$ cat config.mk
export PLATFORM = sky130hd
export DESIGN_NAME = kil_ctrl
export DESIGN_NICKNAME = d
export VERILOG_FILES = /design/src/rtl/kil_pkg.sv /design/src/rtl/kil_ctrl.sv
export SDC_FILE = /design/constraint.sdc
export NUM_CORES = 1
export LEC_CHECK = 0
export CORE_AREA = 4 4 41 43
export CTS_CLUSTER_SIZE = 24
export DETAILED_ROUTE_END_ITERATION = 8
export DIE_AREA = 0 0 45 47
export DONT_BUFFER_PORTS = 1
export GPL_TIMING_DRIVEN = 0
export MAX_ROUTING_LAYER = met4
export PLACE_DENSITY = 0.56
export SYNTH_ARGS = -nofsm -noshare
export SYNTH_HDL_FRONTEND = slang
export SYNTH_SLANG_ARGS = --single-unit
$ cat constraint.sdc
create_clock -name i_clk -period 1.31 [get_ports i_clk]
set_clock_uncertainty 0.05 [all_clocks]
set_input_delay 0.3275 -clock i_clk [delete_from_list [all_inputs] [get_ports i_clk]]
set_output_delay 0.3275 -clock i_clk [all_outputs]
set_load 0.02 [all_outputs]
$ cat src/rtl/kil_pkg.sv
package kil_pkg;

    localparam logic [1:0] OP_SET   = 2'd0;
    localparam logic [1:0] OP_GET   = 2'd1;
    localparam logic [1:0] OP_INDEX = 2'd2;
    localparam logic [1:0] OP_NONE  = 2'd3;

    localparam logic [1:0] ST_OK      = 2'd0;
    localparam logic [1:0] ST_BAD_KEY = 2'd1;
    localparam logic [1:0] ST_FULL    = 2'd2;

    localparam int unsigned KEY_W = 64;
    localparam int unsigned OFF_W = 64;
    localparam int unsigned LEN_W = 32;
    localparam int unsigned CRC_W = 16;
    localparam int unsigned REC_W = KEY_W + OFF_W + LEN_W + CRC_W;

    localparam logic [3:0] REG_KEY_BYTES = 4'd0;

    typedef enum logic [3:0] {
        S_IDLE,
        S_DECODE,
        S_BS_ISSUE,
        S_BS_WAIT,
        S_BS_CMP,
        S_TL_ISSUE,
        S_TL_WAIT,
        S_TL_CMP,
        S_SO_ISSUE,
        S_SO_WAIT,
        S_SO_CMP,
        S_SO_PUT,
        S_DONE
    } t_state;

    typedef struct packed {
        logic load;
        logic do_set;
        logic bs_init;
        logic bs_read;
        logic bs_lo_up;
        logic bs_hi_dn;
        logic tl_init;
        logic tl_read;
        logic so_init;
        logic so_read_i;
        logic so_read_j;
        logic so_shift;
        logic so_put;
        logic so_next;
        logic hit;
        logic mark_sorted;
        logic emit;
    } t_cmd;

    typedef struct packed {
        logic [1:0] op;
        logic       bad_key;
        logic       full;
        logic       bs_more;
        logic       key_eq;
        logic       key_lt;
        logic       tl_more;
        logic       so_more;
        logic       so_j_pos;
        logic       so_gt;
    } t_sts;

    function automatic logic [63:0] top_mask(input logic [3:0] n);
        logic [63:0] m;
        m = '0;
        for (int b = 0; b < 8; b++) begin
            if (b < int'(n)) begin
                m[63 - 8*b -: 8] = 8'hFF;
            end
        end
        return m;
    endfunction

endpackage

$ cat src/rtl/kil_ctrl.sv
module kil_ctrl (
    input  logic           i_clk,
    input  logic           i_rst_n,
    input  logic           i_start,
    input  kil_pkg::t_sts  i_sts,
    output logic           o_busy,
    output kil_pkg::t_cmd  o_cmd
);
    import kil_pkg::*;

    t_state r_state, n_state;

    always_ff @(posedge i_clk) begin
        if (!i_rst_n) begin
            r_state <= S_IDLE;
        end else begin
            r_state <= n_state;
        end
    end

    always_comb begin
        n_state = r_state;
        unique case (r_state)
            S_IDLE:     if (i_start) n_state = S_DECODE;
            S_DECODE: begin
                unique case (i_sts.op)
                    OP_INDEX: n_state = S_SO_ISSUE;
                    OP_NONE:  n_state = S_DONE;
                    OP_SET:   n_state = S_DONE;
                    default:  n_state = i_sts.bad_key ? S_DONE : S_BS_ISSUE;
                endcase
            end
            S_BS_ISSUE: n_state = i_sts.bs_more ? S_BS_WAIT : S_TL_ISSUE;
            S_BS_WAIT:  n_state = S_BS_CMP;
            S_BS_CMP:   n_state = i_sts.key_eq ? S_DONE : S_BS_ISSUE;
            S_TL_ISSUE: n_state = i_sts.tl_more ? S_TL_WAIT : S_DONE;
            S_TL_WAIT:  n_state = S_TL_CMP;
            S_TL_CMP:   n_state = i_sts.key_eq ? S_DONE : S_TL_ISSUE;
            S_SO_ISSUE: n_state = i_sts.so_more ? S_SO_WAIT : S_DONE;
            S_SO_WAIT:  n_state = S_SO_CMP;
            S_SO_CMP:   n_state = (i_sts.so_j_pos && i_sts.so_gt) ? S_SO_WAIT : S_SO_PUT;
            S_SO_PUT:   n_state = S_SO_ISSUE;
            S_DONE:     n_state = S_IDLE;
            default:    n_state = S_IDLE;
        endcase
    end

    always_comb begin
        o_cmd  = '0;
        o_busy = (r_state != S_IDLE);
        unique case (r_state)
            S_IDLE:     o_cmd.load = i_start;
            S_DECODE: begin
                o_cmd.do_set  = (i_sts.op == OP_SET);
                o_cmd.bs_init = 1'b1;
                o_cmd.tl_init = 1'b1;
                o_cmd.so_init = 1'b1;
            end
            S_BS_ISSUE: o_cmd.bs_read = i_sts.bs_more;
            S_BS_CMP: begin
                o_cmd.hit      = i_sts.key_eq;
                o_cmd.bs_lo_up = !i_sts.key_eq && i_sts.key_lt;
                o_cmd.bs_hi_dn = !i_sts.key_eq && !i_sts.key_lt;
            end
            S_TL_ISSUE: o_cmd.tl_read = i_sts.tl_more;
            S_TL_CMP:   o_cmd.hit = i_sts.key_eq;
            S_SO_ISSUE: begin
                o_cmd.so_read_i   = i_sts.so_more;
                o_cmd.mark_sorted = !i_sts.so_more;
            end
            S_SO_WAIT:  o_cmd.so_read_j = 1'b1;
            S_SO_CMP:   o_cmd.so_shift = i_sts.so_j_pos && i_sts.so_gt;
            S_SO_PUT: begin
                o_cmd.so_put  = 1'b1;
                o_cmd.so_next = 1'b1;
            end
            S_DONE:     o_cmd.emit = 1'b1;
            default:    o_cmd = '0;
        endcase
    end

    a_emit_from_done: assert property (@(posedge i_clk) disable iff (!i_rst_n)
        o_cmd.emit |=> r_state == S_IDLE)
        else $error("emit not followed by idle");
    a_load_idle: assert property (@(posedge i_clk) disable iff (!i_rst_n)
        o_cmd.load |-> !o_busy)
        else $error("load while busy");
    a_load_decode: assert property (@(posedge i_clk) disable iff (!i_rst_n)
        o_cmd.load |=> r_state == S_DECODE)
        else $error("load did not decode");

endmodule

======== Word-level counts from Yosys, hierarchy flattened ========
Index checks and enable logic that the tools add are counted.
word-level totals
  bits in registers ....................... 4
  latch bits .............................. 0
  bits in writable memories ............... 0
  ROM bits ................................ 0
  input port bits ......................... 14
  output and inout port bits .............. 18
  word-level logic and storage cells ...... 50
  memories kept ........................... 0
operators by class
  $add $sub $neg .......................... 0
  multipliers ............................. 0
  div/mod/pow operators ................... 0
  $lt $le $gt $ge ......................... 0
  equality and inequality tests ........... 15
  shift operators ......................... 0
  mux-type cells .......................... 23
  bitwise gates (word level) .............. 0
  reduce and logical (&&, ||, !) cells .... 11
operators by type and width
  operator              number
  $pmux W4 S12          1
  $eq A4 B4 Y1 const B  5
  $mux W4               5
  $eq A4 B3 Y1 const B  4
  $mux W1               10
  $eq A4 B2 Y1 const B  2
  $mux W2               4
  $pmux W4 S2           1
  $mux W3               2
  $eq A2 B2 Y1 const B  2
  $eq A4 B1 Y1 const B  1
  $logic_not A4 Y1      1
  $reduce_bool A4 Y1    1
  $reduce_or A2 Y1      2
  $logic_and A1 B1 Y1   3
  $logic_not A1 Y1      3
  $logic_not A2 Y1      1
  $ne A2 B2 Y1 const B  1

======== Logic depth before layout (Yosys ltp) ========
  depth in word-level cells ............... 4
  depth in mapped cells ................... 5
  mapped depth without buffers ............ 5

======== Least setup slack after synthesis ========
OpenSTA, ideal clock, no wires.
  path type ............................... register -> output
  start point ............................. register r_state[1]
  end point ............................... output port o_cmd[11] in the netlist's numbering
  arrival ................................. 1.295 ns
  required time ........................... 0.933 ns
  path slack .............................. -0.362 ns
  stages on the path, launching flop included .. 3
  path buffers ............................ 0
  cells stage by stage .................... dfxtp_1 -> or2_1 -> nor4_1
RTL lines
  element                   RTL line        source
  start: declaration        kil_ctrl.sv:11  t_state r_state, n_state;
  start signal: assignment  kil_ctrl.sv:17  r_state <= n_state;
  end: declaration          kil_ctrl.sv:7   output kil_pkg::t_cmd o_cmd

==> flow_metrics.env <==
export IMPL_netlist_top_cells_area="dfxtp_1 (15%), buf_6 (8.3%), nor2_1 (8.3%)"
export IMPL_gp_congestion=0.771
export IMPL_synthArstFlopShare=0
export IMPL_netlist_top_cells_count="nor2_1 (12), nand2_1 (5), nand2b_1 (5)"
export IMPL_syn_area_per_cell_sq_um=7.24
export IMPL_synth_edf_count=0
export IMPL_min_path_cells=2
export IMPL_critical_path_max_fanout=7
export IMPL_globalRouteOverflowTotal=0
export IMPL_ys_seq_area_frac=0.147
export IMPL_tightest_slew_ns=0.404
export IMPL_vias_per_cell=5.76
export IMPL_largest_reg_flops=4
export IMPL_clock_latency_ns=0.23
export IMPL_drc=0
export IMPL_yosys_warnings=0
export IMPL_power_density_nw_per_um2=2200
export IMPL_r2r_cells=7
export IMPL_yosysTopAreaCell="dfxtp_1"
export IMPL_crit_path_start_kind="flop"
export IMPL_violations="setup timing"
export IMPL_wl_per_cell_um=16.9
export IMPL_drive_above_1_share=0.667
export IMPL_cts_num_sinks=4
export IMPL_htreeDepth=1
export IMPL_utilization=0.746
export IMPL_drt_iter0_markers=27
export IMPL_drv_cap=0
export IMPL_ys_dominant_reg_cell="dfxtp_1"
export IMPL_clockBufferDepth=2
export IMPL_worstPathArrival_ns=1.32
export IMPL_finalHoldViolCount=0
export IMPL_path_delay_family="simple AND/OR/NAND/NOR gates"
export IMPL_die_h_um=47
export IMPL_grt_pass1_wl_um=2910
export IMPL_rows=13
export IMPL_path_class="reg2out"
export IMPL_hp_class="in2reg"
export IMPL_grt_pass1_vias=642
export IMPL_yosysMostFrequentCell="nor2_1"
export IMPL_critical_path_max_stage_delay_ns=0.33
export IMPL_finalSetupViolCount=22
export IMPL_grt_max_degree=11
export IMPL_top_register="r_state"
export IMPL_dr_pass1_iters=4
export IMPL_r2r_slack_ns=-0.18
export IMPL_initial_core_util=0.417
export IMPL_slew_headroom=0.730
export IMPL_track_usage=0.198
export IMPL_fmax_mhz=589
export IMPL_synth_seq_cells=4
export IMPL_hpwl_um=1160
export IMPL_fin_area_sq_um=971
export IMPL_nets=114
export IMPL_cp_slowest_cell="dfxtp_2"
export IMPL_maxSlewViolCount=0
export IMPL_placed_area_sq_um=641
export IMPL_synth_cells=75
export IMPL_peakVddDrop_v=0.00118
export IMPL_p_leak_nw=0.382
export IMPL_clockRootBuffer="clkbuf_4"
export IMPL_path_cells="or2_4, nor2_4, and2_4"
export IMPL_syn_area_sq_um=543
export IMPL_cts_tree="done"
export IMPL_area_growth_pct=78.8
export IMPL_hp_start="i_rst_n"
export IMPL_r2r_start="r_state[3]"
export IMPL_top_regs="r_state x4"
export IMPL_min_to="r_state[2]"
export IMPL_antenna_found_initial=0
export IMPL_period_needed_ns=1.70
export IMPL_cts_made_buffers=3
export IMPL_fin_tns_setup_ns=-5.07
export IMPL_critPathBufInv=0
export IMPL_path_clk_slew_ns=0.04
export IMPL_wl_um=1880
export IMPL_vias=639
export IMPL_ys_types=30
export IMPL_io_buffers=0
export IMPL_ant_nets=0
export IMPL_power_mw=2.14
export IMPL_setup_ws_ns=-0.388
export IMPL_synth_top_area_share=0.147
export IMPL_core_area_sq_um=1300
export IMPL_io_pins=32
export IMPL_fill_cells=101
export IMPL_synth_nets=91
export IMPL_post_route_period_util=1.30
export IMPL_r2r_end="r_state[3]"
export IMPL_fp_dieW_um=45
export IMPL_rsz0062_at_grt="true"
export IMPL_antennaDiodeCount=0
export IMPL_startpoint="r_state[3]"
export IMPL_dieArea_sq_um=2120
export IMPL_cp_required_ns=0.93
export IMPL_outcome="finished with violations"
export IMPL_crit_path_end_kind="output pin"
cells by family (layout without fill, tap and decap cells):
kind of cell | Yosys count | in the layout | share of synthesized area
adders and majority gates | 2 | 2 | 0.0461
DFF | 4 | 4 | 0.147
buffers and inverters | 11 | 32 | 0.152
and+or+nand+nor | 45 | 45 | 0.488
AOI/OAI and AO/OA | 13 | 13 | 0.166
through the flow:
step | hold slack (ns) | setup slack (ns) | instances
3_3_place_gp | 0.462 | -0.178 | 90
5_1_grt | 0.212 | -0.443 | 111
6_report | 0.198 | -0.388 | 111
2_1_floorplan | 0.428 | -0.112 | 75
3_5_place_dp | 0.460 | -0.192 | 90
4_1_cts | 0.205 | -0.391 | 105
placed cells by master (no fill, tap or decap), types with 3 or more instances in the layout:
master    synthesis  layout
nand2b_4          1       3
buf_4             3      12
nor4_4            0       3
nand2b_1          5       3
buf_6             4      12
inv_1             4       4
nor2b_1           3       3
nor2_1           12       4
a31oi_1           3       3
clkbuf_4          0       3
nor2_4            2       8
nor3_2            1       3
routing by layer:
layer / track usage / up-vias / wire, um
met1: 0.227 / 299 / 719
met3: 0.0307 / 4 / 131
met2: 0.339 / 31 / 1010
li1: - / 305 / -
met4: 0.0877 / 0 / 19
met5: - / - / 0
report_power, final:
part           switching, mW  internal [mW]  leakage, nW  total, mW
clock                 0.0490          0.102       0.0138      0.151
combinational          0.942          0.811        0.333       1.75
sequential            0.0512          0.183       0.0350      0.234
total                   1.04           1.10        0.382       2.14
cell type report:
type | count | area (sq um) | share of cell area
multi-input cells | 60 | 584 | 0.602
flip-flops and latches | 4 | 90.1 | 0.0928
repair buffers | 18 | 165 | 0.170
inverters | 4 | 15.0 | 0.0155
clock buffers | 3 | 22.5 | 0.0232
well taps | 15 | 18.8 | 0.0193
plain buffers | 7 | 75.1 | 0.0773
what timing repair did:
item | CTS | global route
hold buffers | 0 | 0
pin swaps | 10 | 15
gates resized for setup | 20 | 25
buffers inserted | 12 | 6
setup endpoints to repair | 22 | 22
hold endpoints to repair | 0 | 0
worst reg2reg max path, stage by stage, from the launching register on:
cell	delay (ns)
dfxtp_2	0.33
buf_6	0.13
buf_6	0.12
buf_4	0.15
nor2b_1	0.14
a31o_1	0.18
a211oi_1	0.21
nor2_1	0.07
worst max-delay path by stage:
stage	endpoint	slack (ns)	cells after the start
6_report	o_cmd[15]	-0.39	3
5_1_grt	o_cmd[15]	-0.44	3
3_5_place_dp	o_cmd[0]	-0.19	3
3_3_place_gp	o_cmd[0]	-0.18	3
2_1_floorplan	o_cmd[15]	-0.11	3
4_1_cts	o_cmd[15]	-0.39	3
Note: power is estimated with default switching activity, not from simulation.
